`config.mk`:
```
export PLATFORM = sky130hd
export DESIGN_NAME = pfoa_ctrl
export DESIGN_NICKNAME = d
export VERILOG_FILES = /design/src/hdl/pfoa_pkg.sv /design/src/hdl/pfoa_ctrl.sv
export SDC_FILE = /design/constraint.sdc
export NUM_CORES = 1
export LEC_CHECK = 0
export BUFFER_PORTS_ARGS = -buffer_cell sky130_fd_sc_hd__clkbuf_2
export CAP_MARGIN = 20
export CELL_PAD_IN_SITES_DETAIL_PLACEMENT = 0
export CELL_PAD_IN_SITES_GLOBAL_PLACEMENT = 1
export CORE_UTILIZATION = 21
export DETAILED_ROUTE_END_ITERATION = 7
export GPL_TIMING_DRIVEN = 1
export PLACE_DENSITY_LB_ADDON = 0.1
export SLEW_MARGIN = 20
export SYNTH_ARGS = -nofsm -noshare
export SYNTH_HDL_FRONTEND = slang
export SYNTH_SLANG_ARGS = --single-unit
```
`constraint.sdc`:
```
create_clock -name i_clk -period 1.11 [get_ports i_clk]
set_clock_uncertainty 0.05 [all_clocks]
set_input_delay 0.1665 -clock i_clk [delete_from_list [all_inputs] [get_ports i_clk]]
set_output_delay 0.1665 -clock i_clk [all_outputs]
set_load 0.02 [all_outputs]
```
`src/hdl/pfoa_pkg.sv`:
```
// ----------------------------------------------------------------------------
// pfoa_pkg
// Shared types and constants for the page frame owner allocator.
// ----------------------------------------------------------------------------
package pfoa_pkg;

    localparam int NUM_FRAMES_DEF = 4096;
    localparam int PAGE_SHIFT_DEF = 12;

    localparam int ADDR_W   = 64;
    localparam int OWNER_W  = 8;
    localparam int STATUS_W = 3;

    localparam logic [OWNER_W-1:0] FREE_MARK = 8'hFF;

    typedef enum logic {
        CMD_ALLOC = 1'b0,
        CMD_FREE  = 1'b1
    } t_cmd;

    typedef enum logic [STATUS_W-1:0] {
        ST_OK           = 3'd0,
        ST_BAD_OWNER    = 3'd1,
        ST_FULL         = 3'd2,
        ST_BAD_ADDR     = 3'd3,
        ST_ALREADY_FREE = 3'd4
    } t_status;

    typedef enum logic [3:0] {
        S_CLEAR,
        S_IDLE,
        S_ALLOC,
        S_SCAN_RD,
        S_SCAN_CHK,
        S_FREE_SUB,
        S_FREE_RD,
        S_FREE_CHK
    } t_state;

    // controller -> datapath
    typedef struct packed {
        logic    load;
        logic    clr_step;
        logic    alloc_commit;
        logic    scan_rd;
        logic    scan_adv;
        logic    ff_from_k;
        logic    free_sub;
        logic    free_rd;
        logic    free_commit;
        logic    res_en;
        logic    res_addr;
        t_status res_st;
    } t_dp_cmd;

    // datapath -> controller
    typedef struct packed {
        logic clr_done;
        logic owner_bad;
        logic full;
        logic scan_end;
        logic rd_free;
        logic addr_bad;
    } t_dp_stat;

endpackage

```
`src/hdl/pfoa_ctrl.sv`:
```
// ----------------------------------------------------------------------------
// pfoa_ctrl
// Sequencer for the allocator: clearing pass, allocate, scan and free steps.
// ----------------------------------------------------------------------------
module pfoa_ctrl (
    input  logic              i_clk,
    input  logic              i_rst_n,
    input  logic              start,
    input  logic              i_cmd,
    input  pfoa_pkg::t_dp_stat i_stat,
    output pfoa_pkg::t_dp_cmd  o_dp_cmd,
    output logic              busy
);
    import pfoa_pkg::*;

    t_state  r_state;
    t_state  n_state;
    t_dp_cmd dp_cmd;

    always_ff @(posedge i_clk) begin
        if (!i_rst_n) begin
            r_state <= S_CLEAR;
        end else begin
            r_state <= n_state;
        end
    end

    always_comb begin
        n_state = r_state;
        unique case (r_state)
            S_CLEAR: begin
                if (i_stat.clr_done) begin
                    n_state = S_IDLE;
                end
            end
            S_IDLE: begin
                if (start) begin
                    n_state = (t_cmd'(i_cmd) == CMD_ALLOC) ? S_ALLOC : S_FREE_SUB;
                end
            end
            S_ALLOC: begin
                if (i_stat.owner_bad || i_stat.full) begin
                    n_state = S_IDLE;
                end else begin
                    n_state = S_SCAN_RD;
                end
            end
            S_SCAN_RD: begin
                n_state = i_stat.scan_end ? S_IDLE : S_SCAN_CHK;
            end
            S_SCAN_CHK: begin
                n_state = i_stat.rd_free ? S_IDLE : S_SCAN_RD;
            end
            S_FREE_SUB: begin
                n_state = S_FREE_RD;
            end
            S_FREE_RD: begin
                n_state = i_stat.addr_bad ? S_IDLE : S_FREE_CHK;
            end
            S_FREE_CHK: begin
                n_state = S_IDLE;
            end
            default: begin
                n_state = S_IDLE;
            end
        endcase
    end

    always_comb begin
        dp_cmd        = '0;
        dp_cmd.res_st = ST_OK;
        unique case (r_state)
            S_CLEAR: begin
                dp_cmd.clr_step = 1'b1;
            end
            S_IDLE: begin
                dp_cmd.load = start;
            end
            S_ALLOC: begin
                dp_cmd.res_en = 1'b1;
                priority if (i_stat.owner_bad) begin
                    dp_cmd.res_st = ST_BAD_OWNER;
                end else if (i_stat.full) begin
                    dp_cmd.res_st = ST_FULL;
                end else begin
                    dp_cmd.alloc_commit = 1'b1;
                    dp_cmd.res_addr     = 1'b1;
                end
            end
            S_SCAN_RD: begin
                if (i_stat.scan_end) begin
                    dp_cmd.ff_from_k = 1'b1;
                end else begin
                    dp_cmd.scan_rd = 1'b1;
                end
            end
            S_SCAN_CHK: begin
                if (i_stat.rd_free) begin
                    dp_cmd.ff_from_k = 1'b1;
                end else begin
                    dp_cmd.scan_adv = 1'b1;
                end
            end
            S_FREE_SUB: begin
                dp_cmd.free_sub = 1'b1;
            end
            S_FREE_RD: begin
                if (i_stat.addr_bad) begin
                    dp_cmd.res_en = 1'b1;
                    dp_cmd.res_st = ST_BAD_ADDR;
                end else begin
                    dp_cmd.free_rd = 1'b1;
                end
            end
            S_FREE_CHK: begin
                dp_cmd.res_en = 1'b1;
                if (i_stat.rd_free) begin
                    dp_cmd.res_st = ST_ALREADY_FREE;
                end else begin
                    dp_cmd.free_commit = 1'b1;
                end
            end
            default: begin
                dp_cmd.res_st = ST_OK;
            end
        endcase
    end

    assign o_dp_cmd = dp_cmd;
    assign busy     = (r_state != S_IDLE);

endmodule

```
==> out/metrics.csv, run 1 <==
metric;value;unit
coreArea;0.001506;mm^2
ys_ff_latch;3;
synthDistinctLibCells;25;
fin_setup_tns;-4.161;ns
area_growth;158.4;%
layout_common_cells;17 x buf_4, 10 x clkbuf_2, 6 x buf_6;
routed_wl;1279;um
critPathRequiredTime;0.89;ns
largest_reg_flops;3;
status;finished, violations left;
cts.sinks;3;
num_vias;533;
min_period;1.444;ns
p_sw_share;30.67;%
wl_per_cell;12.07;um
start_util;22.34;%
row_count;14;
ys.flop_type;dfxtp_1;
max_slew.worst_pin.slew;0.2353;ns
ant_nets;0;
top_regs;r_state: 3 flops;
vias_per_cell;5.028;
async_flop_share;0;%
numCtsBuffers;3;
routabilityCongestion;0.7091;
min-delay-start;i_rst_n;
yosysWarnings;0;
critical_path_class;reg2out;
fmax;0.6925;GHz
r2r_start;r_state[2];
start_kind;flip-flop;
globalRoute.totalOverflow;0;
dpl.cell_count;94;
wl_met2;653;um
grt_max_degree;14;
pwr_density_cell;580.0;mW/mm^2
maxUsedRoutingLayer;met4;
seqPwrFrac;23.0;%
grt_pass1_wl;1959;um
power_switching;154.7;uW
hold_path.class;in2reg;
worstPathArrival;1.23;ns
combinationalPowerShare;39.6;%
p_leak;0.0004057;uW
grt_pass1_vias;500;
slew_headroom;84.26;%
layoutNonFillerInstCount;106;
finalHoldViolCount;0;
crit_path_max_fanout;6;
m1WireLength;552;um
rsz0062_at_grt;true;
synth_edf_count;0;
violations;negative setup slack;
avgSynthCellArea;7.012;um^2
synth-seq-area-share;17.84;%
setup_viol;17;
top_register;r_state;
clkPwrFrac;37.3;%
fin_crit_sh;130.1;%
h-tree-depth;1;
die_w;42.04;um
cp-startpoint;r_state[2];
cts-root-buf;clkbuf_4;
die_h;42.04;um
netlist_instances;48;
fin_ws;-0.3340;ns
dieArea;0.001767;mm^2
syn_area;336.6;um^2
cts_tree;yes;
synth_nets;58;
internal_power;349.7;uW
yosys.area.top_type;dfxtp_1;
drive_gt1_share;77.78;%
vdd_drop_max;0.0003726;V
grt_usage;15.04;%
path_clk_slew;0.04;ns
diodes;0;
antenna_found_initial;0;
ys_top_cells_by_area;dfxtp_1 18%, nand2b_1 7.4%, nor3b_2 7.4%;
drt_iter0_markers;4;
clock_insertion_delay_worst_skew;0.23;ns
drc;0;
maxCapViolCount;0;
endpoint_kind;output port;
dr.pass1.iters;4;
cts_buffer_depth;2;
synth_top_area_share;17.84;%
fin_nets;101;
io_pins;25;
met3_length;36;um
portBuffers;24;
drv_slew;0;
hpwl;833.2;um
final_common_cell;buf_4;
==> power groups by stage <==
stage,Combinational (uW),Clock (uW),Sequential (uW)
final,200,188,116
after global routing,213,207,117
after CTS,166,196,117
after detailed placement,138,0,121
after global placement,139,0,121
after floorplan,83.0,0,119
==> what timing repair did <==
action / 4_1_cts / 5_1_grt
resized for setup: 28 / 23
hold buffers: 0 / 0
setup endpoints to repair: 17 / 18
pin swaps: 4 / 8
buffers inserted: 7 / 1
==> critical path, cell delays in order (launching register included) <==
cell,delay [ns]
dfxtp_4,0.35
or3b_4,0.38
a21oi_4,0.14
buf_8,0.12
==> path summary, 6_finish.rpt <==
path,end,slack [ns],depth (start not counted)
worst max-delay path,o_dp_cmd[1],-0.33,3
worst min-delay path,r_state[0],0.13,3
worst max register to register,r_state[2],-0.19,5
worst min register to register,r_state[0],0.61,2
==> cell usage after synthesis (2+ instances only) <==
cell / instances
a21oi_1: 3
o21ai_0: 3
nor2_1: 6
dfxtp_1: 3
nor3b_2: 2
buf_2: 2
nand2_1: 5
inv_1: 3
nor3_1: 2
nand2b_1: 4
==> layer usage <==
layer	up-vias	track usage, %
li1	254	-
met1	259	17.60
met2	16	24.38
met3	4	2.586
met4	0	11.25
met5	-	0
==> metrics by stage <==
step	total power, uW	area (um^2)	hold slack, ns	worst slack, ns	util, %
after CTS	479.6	788.3	0.1015	-0.3518	52.33
after detailed placement	258.9	595.6	0.3461	-0.1510	39.53
final	504.4	869.6	0.1276	-0.3340	57.72
after global placement	260.0	595.6	0.3476	-0.1450	39.53
after floorplan	202.2	421.7	0.2320	-0.1135	-
after global routing	536.8	869.6	0.1312	-0.3693	57.72
==> kinds of logic after synthesis <==
logic type	Yosys count	synth area share (%)
and+or+nand+nor	26	44.24
AOI/OAI and AO/OA	12	26.02
buffers and inverters	7	11.90
DFF	3	17.84
==> layout make-up <==
cell class / count / area (um^2)
Timing Repair Buffer: 42 / 360.3
Sequential cell: 3 / 68.82
Fill cell: 146 / 636.9
Clock buffer: 4 / 26.28
Tap cell: 16 / 20.02
Inverter: 3 / 11.26
Multi-Input combinational cell: 38 / 382.9
(Power assumes the default switching activity.)
==> inputs of run 2 (changes only) <==
--- a/config.mk
+++ b/config.mk
@@ -13,6 +13,7 @@
 export DETAILED_ROUTE_END_ITERATION = 7
 export GPL_TIMING_DRIVEN = 1
 export PLACE_DENSITY_LB_ADDON = 0.1
+export REMOVE_ABC_BUFFERS = 1
 export SLEW_MARGIN = 20
 export SYNTH_ARGS = -nofsm -noshare
 export SYNTH_HDL_FRONTEND = slang
==> constraint.sdc (replaced) <==
create_clock -name i_clk -period 1.11 [get_ports i_clk]
set_clock_uncertainty 0.05 [all_clocks]
set_input_delay 0.222 -clock i_clk [delete_from_list [all_inputs] [get_ports i_clk]]
set_output_delay 0.222 -clock i_clk [all_outputs]
set_load 0.02 [all_outputs]
==> run 2 against run 1 <==
  * The flow still finishes with violations (negative setup slack)
  * Largest power group unchanged
  * Critical path depth unchanged
  * Largest cell class is now non-clock buffers
  * Flip-flop and latch count unchanged
  * Die area unchanged
  * Highest routed layer unchanged
  * Utilization up 5.8 points
  * Setup slack worse by 0.057 ns
  * Critical endpoint unchanged
==> out/metrics.csv, run 2 (synthesis gave the netlist of run 1 again) <==
metric;value;unit
status;finished, violations left;
violations;negative setup slack;
hpwl;790.2;um
routed_wl;1422;um
dr.pass1.iters;6;
grt_usage;17.53;%
r2r_end;r_state[2];
path_delay_family;simple AND/OR/NAND/NOR gates;
vdd_drop_max;0.0003919;V
coreArea;0.001506;mm^2
dieArea;0.001767;mm^2
endpoint_kind;output port;
min_to;r_state[0];
hold_path.class;in2reg;
whs_path_depth;3;
top_regs;r_state: 3 flops;
h-tree-depth;1;
fin_nets;105;
p_leak;0.0004412;uW
r2r_start;r_state[0];
slowest_stage;or3b_4;
critical_path_class;reg2out;
start_util;22.34;%
routabilityCongestion;0.8174;
ant_nets;0;
layout_common_cells;18 x buf_4, 11 x buf_6, 9 x clkbuf_2;
worstPathArrival;1.23;ns
final_util;63.54;%
fin_crit_sh;135.2;%
diodes;0;
antenna_found_initial;0;
row_count;14;
min-delay-start;i_rst_n;
globalRoute.totalOverflow;0;
ff2ff_setup_slack;-0.27;ns
final_common_cell;buf_4;
crit_buf_inv;1;
min_period;1.501;ns
portBuffers;24;
drive_gt1_share;80.85;%
critPathRequiredTime;0.84;ns
largest_reg_flops;3;
setup_viol;18;
reg2regPathDepth;7;
num_vias;530;
cts_hold_buf;0;
crit_chain;or3b_4 -> a21oi_2 -> buf_4;
fin_ws;-0.3907;ns
die_h;42.04;um
critPathMaxStageDelay;0.37;ns
fmax;0.6664;GHz
wl_per_cell;12.93;um
crit_path_max_fanout;7;
cts.sinks;3;
max_slew.worst_pin.slew;0.2765;ns
slew_headroom;81.57;%
cts-root-buf;clkbuf_4;
rsz0062_at_grt;true;
drc;0;
grt_pass1_vias;513;
area_growth;184.4;%
layoutNonFillerInstCount;110;
numCtsBuffers;3;
finalHoldViolCount;0;
clock_insertion_delay_worst_skew;0.23;ns
die_w;42.04;um
cts_tree;yes;
start_kind;flip-flop;
io_pins;25;
drv_slew;0;
path_clk_slew;0.04;ns
maxCapViolCount;0;
fin_setup_tns;-5.090;ns
vias_per_cell;4.818;
drt_iter0_markers;5;
top_register;r_state;
whs;0.1675;ns
grt_max_degree;14;
dpl.cell_count;94;
pwr_density_cell;552.7;mW/mm^2
grt_pass1_wl;2283;um
cts_buffer_depth;2;
run 2: cell count changes in the layout (fill, tap and decap cells not counted), sizes merged:
cell	change
clkbuf	-2
buf	+6
run 2: where the power goes:
part           internal, uW  switching, uW  leakage, uW
registers               109           9.87    0.0000266
clock network           135           59.8    0.0000150
logic                   119           96.6     0.000400
total                   363            166     0.000441
run 2: per-layer routing:
layer  track usage, %  part of all wire (%)
met1            20.74                    41
met2            29.38                    52
met3            3.879                   3.6
met4            9.375                   2.5
met5                0                     0
run 2: final cells by class:
type / instances / area [um^2]
clock buffers: 4 / 26.28
repair buffers: 46 / 422.9
multi-input cells: 38 / 405.4
fillers: 143 / 549.3
inverters: 3 / 11.26
flip-flops and latches: 3 / 71.32
well taps: 16 / 20.02
run 2: per-stage QoR:
stage          power [uW]  worst slack, ns  area [um^2]
6_report            529.0          -0.3907        957.2
3_5_place_dp        236.5          -0.2907        523.0
2_1_floorplan       176.0          -0.3622        307.8
4_1_cts             484.3          -0.4148        785.8
5_1_grt             568.6          -0.4651        957.2
3_3_place_gp        238.8          -0.2842        523.0
run 2: worst max-delay path by stage:
stage,start,to,slack (ns),cells after the start
finish,r_state[2],o_dp_cmd[1],-0.39,3
global route,r_state[2],o_dp_cmd[1],-0.47,3
CTS,r_state[2],o_dp_cmd[1],-0.41,3
detailed placement,r_state[2],o_dp_cmd[9],-0.29,4
global placement,r_state[2],o_dp_cmd[9],-0.28,4
floorplan,r_state[2],o_dp_cmd[8],-0.36,2
run 2: worst reg2reg max path, cell delays in order (launching register included):
cell	delay [ns]
dfxtp_4	0.37
buf_6	0.12
buf_6	0.12
nand2_4	0.07
nor2_4	0.04
buf_6	0.11
a2111oi_4	0.29
nor2b_1	0.10
run 2: timing repair:
action	in CTS	in global routing
pin swaps	8	8
gates resized for setup	46	38
endpoints found under the hold margin	0	0
setup buffers	6	8
endpoints found under the setup margin	18	18
